**src/hdl/bsd_pkg.sv**
```systemverilog
package bsd_pkg;

  // Field widths.
  localparam int VALUE_BITS = 24;
  localparam int DEV_W      = VALUE_BITS - 1;
  localparam int REP_W      = 13;
  localparam int CNT_W      = 16;
  localparam int OCNT_W     = 32;
  localparam int PCNT_W     = CNT_W + REP_W;

  // A block never holds more than 2**REP_W - 1 records, which bounds the sums.
  localparam int SUM_W  = VALUE_BITS + REP_W;
  localparam int SQE_W  = 2 * VALUE_BITS - 1;
  localparam int SQ_W   = SQE_W + REP_W;
  localparam int ROOT_W = SQ_W / 2;
  localparam int DCNT_W = $clog2(SQ_W);
  localparam int SCNT_W = $clog2(ROOT_W);

  localparam logic [REP_W-1:0] BLOCK_SIZE_RESET = REP_W'(10);
  localparam logic [VALUE_BITS-1:0] VMAX = {1'b0, {(VALUE_BITS - 1){1'b1}}};
  localparam logic [VALUE_BITS-1:0] VMIN = {1'b1, {(VALUE_BITS - 1){1'b0}}};

  localparam logic KIND_SUMMARY = 1'b0;
  localparam logic KIND_PASS    = 1'b1;

  typedef enum logic [1:0] {
    DIV_MEAN,
    DIV_MSQ,
    DIV_PASS
  } div_op_t;

  typedef enum logic [4:0] {
    S_IDLE,
    S_CHECK,
    S_SQ_SUM,
    S_ACC_MUL,
    S_ACC_ADD,
    S_MEAN_LOAD,
    S_MEAN_RUN,
    S_MEAN_FIN,
    S_MSQ_LOAD,
    S_MSQ_RUN,
    S_MSQ_FIN,
    S_SQRT_LOAD,
    S_SQRT_RUN,
    S_SQRT_FIN,
    S_OUT_SUM,
    S_PASS_LOAD,
    S_PASS_RUN,
    S_PASS_FIN,
    S_OUT_PASS
  } state_t;

  typedef struct packed {
    logic    latch;
    logic    check;
    logic    sq_sum;
    logic    acc_mul;
    logic    acc_add;
    logic    fill_add;
    logic    merge;
    logic    tail_load;
    logic    div_start;
    div_op_t div_op;
    logic    div_step;
    logic    mean_set;
    logic    m2_set;
    logic    var_set;
    logic    sqrt_start;
    logic    sqrt_step;
    logic    load_summary;
    logic    load_pass;
    logic    clear_pool;
  } cmd_t;

  typedef struct packed {
    logic close;
    logic pass;
    logic krem_nz;
    logic div_last;
    logic sqrt_last;
  } status_t;

endpackage

```
**src/hdl/bsd_ctrl.sv**
```systemverilog
module bsd_ctrl (
  input  logic             clk,
  input  logic             rst,
  input  logic             in_valid,
  output logic             in_ready,
  output logic             out_valid,
  input  logic             out_ready,
  output bsd_pkg::cmd_t    cmd,
  input  bsd_pkg::status_t st
);
  import bsd_pkg::*;

  state_t state;
  state_t state_next;
  logic   tail;
  logic   tail_next;

  // State register.
  always_ff @(posedge clk) begin
    if (rst) begin
      state <= S_IDLE;
      tail  <= 1'b0;
    end else begin
      state <= state_next;
      tail  <= tail_next;
    end
  end

  // Next state and commands to the datapath.
  always_comb begin
    state_next = state;
    tail_next  = tail;
    cmd        = '0;
    cmd.div_op = DIV_MEAN;
    in_ready   = 1'b0;
    out_valid  = 1'b0;
    case (state)
      S_IDLE: begin
        in_ready  = 1'b1;
        tail_next = 1'b0;
        if (in_valid) begin
          cmd.latch  = 1'b1;
          state_next = S_CHECK;
        end
      end
      S_CHECK: begin
        cmd.check  = 1'b1;
        state_next = S_SQ_SUM;
      end
      S_SQ_SUM: begin
        cmd.sq_sum = 1'b1;
        state_next = S_ACC_MUL;
      end
      S_ACC_MUL: begin
        cmd.acc_mul = 1'b1;
        state_next  = S_ACC_ADD;
      end
      S_ACC_ADD: begin
        cmd.acc_add = 1'b1;
        if (tail) begin
          cmd.fill_add = 1'b1;
          cmd.merge    = 1'b1;
          state_next   = S_IDLE;
        end else if (!st.close) begin
          cmd.fill_add = 1'b1;
          state_next   = S_IDLE;
        end else begin
          state_next = S_MEAN_LOAD;
        end
      end
      S_MEAN_LOAD: begin
        cmd.div_start = 1'b1;
        cmd.div_op    = DIV_MEAN;
        state_next    = S_MEAN_RUN;
      end
      S_MEAN_RUN: begin
        cmd.div_step = 1'b1;
        if (st.div_last) begin
          state_next = S_MEAN_FIN;
        end
      end
      S_MEAN_FIN: begin
        cmd.mean_set = 1'b1;
        state_next   = S_MSQ_LOAD;
      end
      S_MSQ_LOAD: begin
        cmd.div_start = 1'b1;
        cmd.div_op    = DIV_MSQ;
        cmd.m2_set    = 1'b1;
        state_next    = S_MSQ_RUN;
      end
      S_MSQ_RUN: begin
        cmd.div_step = 1'b1;
        if (st.div_last) begin
          state_next = S_MSQ_FIN;
        end
      end
      S_MSQ_FIN: begin
        cmd.var_set = 1'b1;
        state_next  = S_SQRT_LOAD;
      end
      S_SQRT_LOAD: begin
        cmd.sqrt_start = 1'b1;
        state_next     = S_SQRT_RUN;
      end
      S_SQRT_RUN: begin
        cmd.sqrt_step = 1'b1;
        if (st.sqrt_last) begin
          state_next = S_SQRT_FIN;
        end
      end
      S_SQRT_FIN: begin
        cmd.load_summary = 1'b1;
        state_next       = S_OUT_SUM;
      end
      S_OUT_SUM: begin
        out_valid = 1'b1;
        if (out_ready) begin
          cmd.clear_pool = 1'b1;
          if (st.pass) begin
            state_next = S_PASS_LOAD;
          end else if (st.krem_nz) begin
            cmd.tail_load = 1'b1;
            tail_next     = 1'b1;
            state_next    = S_ACC_MUL;
          end else begin
            state_next = S_IDLE;
          end
        end
      end
      S_PASS_LOAD: begin
        cmd.div_start = 1'b1;
        cmd.div_op    = DIV_PASS;
        state_next    = S_PASS_RUN;
      end
      S_PASS_RUN: begin
        cmd.div_step = 1'b1;
        if (st.div_last) begin
          state_next = S_PASS_FIN;
        end
      end
      S_PASS_FIN: begin
        cmd.load_pass = 1'b1;
        state_next    = S_OUT_PASS;
      end
      S_OUT_PASS: begin
        out_valid = 1'b1;
        if (out_ready) begin
          if (st.krem_nz) begin
            cmd.tail_load = 1'b1;
            tail_next     = 1'b1;
            state_next    = S_ACC_MUL;
          end else begin
            state_next = S_IDLE;
          end
        end
      end
      default: begin
        state_next = S_IDLE;
      end
    endcase
  end

  // A stalled result keeps the controller in its output state.
  assert property (@(posedge clk) disable iff (rst)
                   (out_valid && !out_ready) |=> (out_valid && $stable(state)))
    else $error("result dropped while stalled");

  // The remainder pass never closes a block or shows a result.
  assert property (@(posedge clk) disable iff (rst) tail |-> !cmd.load_summary)
    else $error("summary produced during remainder pass");

  // The pool is cleared only when a summary transaction completes.
  assert property (@(posedge clk) disable iff (rst)
                   cmd.clear_pool |-> (state == S_OUT_SUM && out_ready))
    else $error("pool cleared outside summary transaction");

endmodule

```
**config.mk**
```make
export PLATFORM = sky130hd
export DESIGN_NAME = bsd_ctrl
export DESIGN_NICKNAME = d
export VERILOG_FILES = /design/src/hdl/bsd_pkg.sv /design/src/hdl/bsd_ctrl.sv
export SDC_FILE = /design/constraint.sdc
export NUM_CORES = 1
export LEC_CHECK = 0
export BUFFER_PORTS_ARGS = -buffer_cell sky130_fd_sc_hd__buf_4
export CELL_PAD_IN_SITES_DETAIL_PLACEMENT = 1
export CELL_PAD_IN_SITES_GLOBAL_PLACEMENT = 1
export CORE_ASPECT_RATIO = 0.9
export CORE_UTILIZATION = 34
export DETAILED_ROUTE_END_ITERATION = 6
export PLACE_DENSITY = 0.94
export SYNTH_ARGS = -nofsm -noshare
export SYNTH_HDL_FRONTEND = slang
export SYNTH_SLANG_ARGS = --single-unit
export TNS_END_PERCENT = 5
```
**constraint.sdc**
```tcl
create_clock -name clk -period 2.4 [get_ports clk]
set_input_delay 0.12 -clock clk [delete_from_list [all_inputs] [get_ports clk]]
set_output_delay 0.12 -clock clk [all_outputs]
set_load 0.05 [all_outputs]
```
# Word-level counts from Yosys, hierarchy flattened
# Cells that the tools add are included.
[word_totals]
ff_bits = 6
input_bits = 9
output_inout_bits = 22
wordCells = 78
[op_classes]
eq_ne = 26
mux = 44
n_reduce_logical = 6
[ops]
columns = ["operator", "n"]
rows = [
  ["5-bit one-hot mux with 19 select lines", 1],
  ["5-bit 2-to-1 mux", 9],
  ["5-bit by 4-bit equality test with 1-bit output (second input constant)", 8],
  ["1-bit 2-to-1 mux", 28],
  ["5-bit by 3-bit equality test with 1-bit output (second input constant)", 4],
  ["2-bit != test (second input constant)", 8],
  ["5-bit equality test (second input constant)", 3],
  ["5-bit by 2-bit equality test with 1-bit output (second input constant)", 2],
  ["3-bit one-hot mux with 3 select lines", 1],
  ["7-bit AND reduction", 1],
  ["3-bit 2-to-1 mux", 2],
  ["5-bit by 1-bit equality test with 1-bit output (second input constant)", 1],
  ["5-bit zero test", 1],
  ["4-bit AND reduction", 1],
  ["1-bit one-hot mux with 3 select lines", 1],
  ["3-bit nonzero test", 1],
  ["3-bit OR reduction", 1],
  ["2-bit 2-to-1 mux", 1],
  ["1-bit one-hot mux with 2 select lines", 1],
  ["2-bit OR reduction", 1],
]

# Longest topological paths before layout
[depth]
word_depth = 4
mapped_depth = 7
depth_no_buf = 5

# Worst setup path after synthesis
# Ideal clock, no wire load.
[synth_timing]
path_type = "reg-to-output"
start = "register state[4]"
end = "output port cmd[1] in the netlist's numbering"
t_arrival_ns = 2.275
t_required_ns = 2.280
setup_slack_ns = 0.005
stages_incl_launch_ff = 4
path_buffers = 1
cell_sequence = "dfxtp_1 > clkbuf_1 > inv_1 > nor4_1"
[synth_rtl]
columns = ["item", "line", "text"]
rows = [
  ["start, declared", "bsd_ctrl.sv:13", "state_t state;"],
  ["start signal, assigned", "bsd_ctrl.sv:24", "state <= state_next;"],
  ["end, declared", "bsd_ctrl.sv:8", "output bsd_pkg::cmd_t cmd,"],
]

# Worst setup path in the final report
[layout_timing]
start = "register state[4]"
end = "register state[1]"
[layout_between]
elab_chain_len = 3
word_cells_on_any_way = 28
[layout_lines]
columns = ["item", "line", "text"]
rows = [
  ["5-bit by 3-bit equality test with 1-bit output, or another cell as far along", "bsd_ctrl.sv:37", "case (state)"],
  ["2-bit != test (no line)", "n/a", ""],
  ["7-bit AND reduction (no line)", "n/a", ""],
]
# Parallel ways exist; a longest one is shown, timed or not.
# A chain may end at the register's enable or synchronous reset.

==> summary.md <==
| Metric | Value |
|---|---|
| Status | completed |
| Antenna-violating nets left | 0 |
| I/O Pins | 31 |
| Worst path top cell family by delay | simple AND/OR/NAND/NOR gates |
| Leakage Power | slightly below 0.4 nW |
| Initial Utilization | 0.3774 |
| Crit-path slowest cell | dfxtp_1 |
| Full die area | ~0.0024 mm2 |
| Vias in the first global route | about 950 |
| M1 GR Usage | 0.2838 |
| Slew @ Worst Pin | 543.0 ps |
| Crit path cell chain | or3b_4, a2111oi_4, nor4_2, buf_4, nand2b_1, a21oi_1 |
| HPWL after detailed placement | approximately 2100 um |
| Post-synth EDFFs | 0 |
| Vias per cell | about 5.6 |
| Die Wd | between 50 and 60 um |
| Worst Setup Path Type | reg -> reg |
| Slew HR | 0.6375 |
| Arr. time, crit path | 2290 ps |
| Worst skew pair latency | roughly 270 ps |
| Library cells used by synthesis | 39 |
| Cts hold-fix bufs | 0 |
| Period utilisation layout | 0.8783 |
| Flops & latches, synth | 6 |
| Minimum clock period | between 2000 and 2500 ps |
| Post-synth ARST share | 0 |
| Cell count after synthesis | 109 |
| GR met3 Demand/Resource | 0.05941 |
| Startpoint types | flop |
| Syn_nets | ~120 |
| Max FO, Critical Path | 16 |
| Power per Cell Area | 1178 mW/mm2 |
| Final Setup Violations | 0 |
| Clock tree buffer depth | 2 |
| Pin count of the biggest net entering global routing | 17 |
| Die height | around 47 um |
| Crit-path max cell delay | about 610 ps |
| Initial DRC count | 23 |
| Max Freq | ~470 MHz |
| Post-CTS Setup Repair Bufs | 0 |
| Clock slew at reported path FFs | ~50 ps |
| Number of CTS-inserted buffers | 3 |
| Area added between synthesis and finish | 31.33% |
| Gr ovfl total | 0 |
| PortBufs | 30 |
| # Max-Cap Violations | 0 |
| Top FF cell, synth | dfxtp_1 |
| Initial antenna violation count | 0 |
| Tot Pwr | 1.161 mW |
| CP endpoint kind | flop |
| CP required | roughly 2600 ps |
| GRT busiest layer | met2 |
| Gpl congestion | 0.9210 |
| Nets | 146 |
| Row count | 15 |
| Drt wl/cell | between 15 and 20 um |
| Global-route wire length before repair | roughly 4200 um |
| Post-CTS Resized | 0 |
| Total track usage | 0.2408 |
| Fillcell total | 269 |
| Final wirelength | between 2000 and 3000 um |
| Met2 global-route usage | 0.4364 |
| Setup_tns | 0 ps |
| Buf/Inv on CP | 1 |
| Mapped Area | approximately 750 um2 |
| Syn. warnings | 0 |
| Seq/Total Area, Yosys | 0.1600 |
| RSZ-0062 raised after global routing | no |
| Worst Skew | 4.955 ps |
| Antenna cells | 0 |
| H-tree depth | 1 |
| Vias after detailed routing | ~900 |
| CTS tree | built |
| Peak VDD IR | between 400 and 500 uV |
| Final hold viol count | 0 |
| CORE AREA | 0.001989 mm2 |
| Final Max Tran Viols | 0 |
| Sink Count | 6 |
| Drt drc | 0 |
| DRT Pass-1 Iters | 4 |
| Min-delay worst type | in -> reg |
| Mapped Avg Cell Area | 6.887 um2 |
| CTS root buf | clkbuf_4 |
| Share of layout cells above drive strength 1 | 0.3333 |
[cell type report]
class                   instances  area, um2  area share
repair buffers                 34      255.2      0.2589
inverters                       3      11.26     0.01142
clock buffers                   3      22.52     0.02284
well taps                      25      31.28     0.03173
flip-flops and latches          6      120.1      0.1218
multi-input cells              89      545.5      0.5533
[cells in the mapped netlist, drive strengths merged, types with 4 or more instances]
master	instances	area, um2
a21oi	14	73.82
nand2b	5	31.28
nor2	19	71.32
nor2b	4	25.02
nand2	5	18.77
buf	9	66.31
dfxtp	6	120.1
o21ai	7	35.03
[cells in the final DEF (no fill, tap or decap), drive strengths merged, types with 4 or more instances in the layout]
master  instances
a21oi          14
buf            34
dfxtp           6
nand2           5
nand2b          5
nor2           19
nor2b           4
o21ai           7
[metrics by stage]
step / area [um2] / setup WS, ps / std cells / util / hold slack, ps
3_5_place_dp: 963.4 / 348.5 / 157 / 0.4843 / 334.4
5_1_grt: 985.9 / 223.7 / 160 / 0.4956 / 63.40
4_1_cts: 985.9 / 331.8 / 160 / 0.4956 / 47.70
6_report: 985.9 / 292.1 / 160 / 0.4956 / 56.06
2_1_floorplan: 750.7 / 5.377 / 109 / - / 189.1
3_3_place_gp: 963.4 / 497.1 / 157 / 0.4843 / 325.1
[layer usage]
metal  part of all wire  routed length (um)
met2               0.51                1358
met4              0.011                  29
met5                  0                   0
met3              0.050                 133
met1               0.43                1135
[path summary, 6_finish.rpt]
path                            cells past startpoint               endpoint  slack [ps]                   from
worst min register to register                      2      tail$_SDFFE_PP0P_         640      tail$_SDFFE_PP0P_
worst min-delay path                                2  state[0]$_SDFFE_PP0P_          60                    rst
worst max register to register                      6  state[1]$_SDFFE_PP0P_         290  state[4]$_SDFFE_PP0P_
worst max-delay path                                6  state[1]$_SDFFE_PP0P_         290  state[4]$_SDFFE_PP0P_
[worst register-to-register path: cells and delay by family (launching register included)]
kind,cells,cell delay (ps)
AO/OA/AOI/OAI,2,510
AND/OR/NAND/NOR,3,730
buffers and inverters,1,170
flip-flops,1,610
[power breakdown]
group	leakage [nW]	internal, mW	total, mW	switching, mW
combinational	0.334	0.287	0.841	0.554
sequential	0.0490	0.128	0.215	0.0870
clock	0.0138	0.0573	0.105	0.0474
total	0.397	0.472	1.16	0.689
[sequential cells by signal, indices dropped and copies added, names as in the netlist]
| register | count |
|---|---|
| tail | 1 |
| state | 5 |
[logic make-up (layout without fill, tap and decap cells)]
kind of cell / Yosys count / after routing / synth area share
AND/OR/NAND/NOR: 56 / 56 / 0.4267
multiplexers: 1 / 1 / 0.01333
AO/OA/AOI/OAI: 32 / 32 / 0.2867
flip-flops: 6 / 6 / 0.1600
buffers and inverters: 14 / 40 / 0.1133
Note: power is estimated with default switching activity, not from simulation.
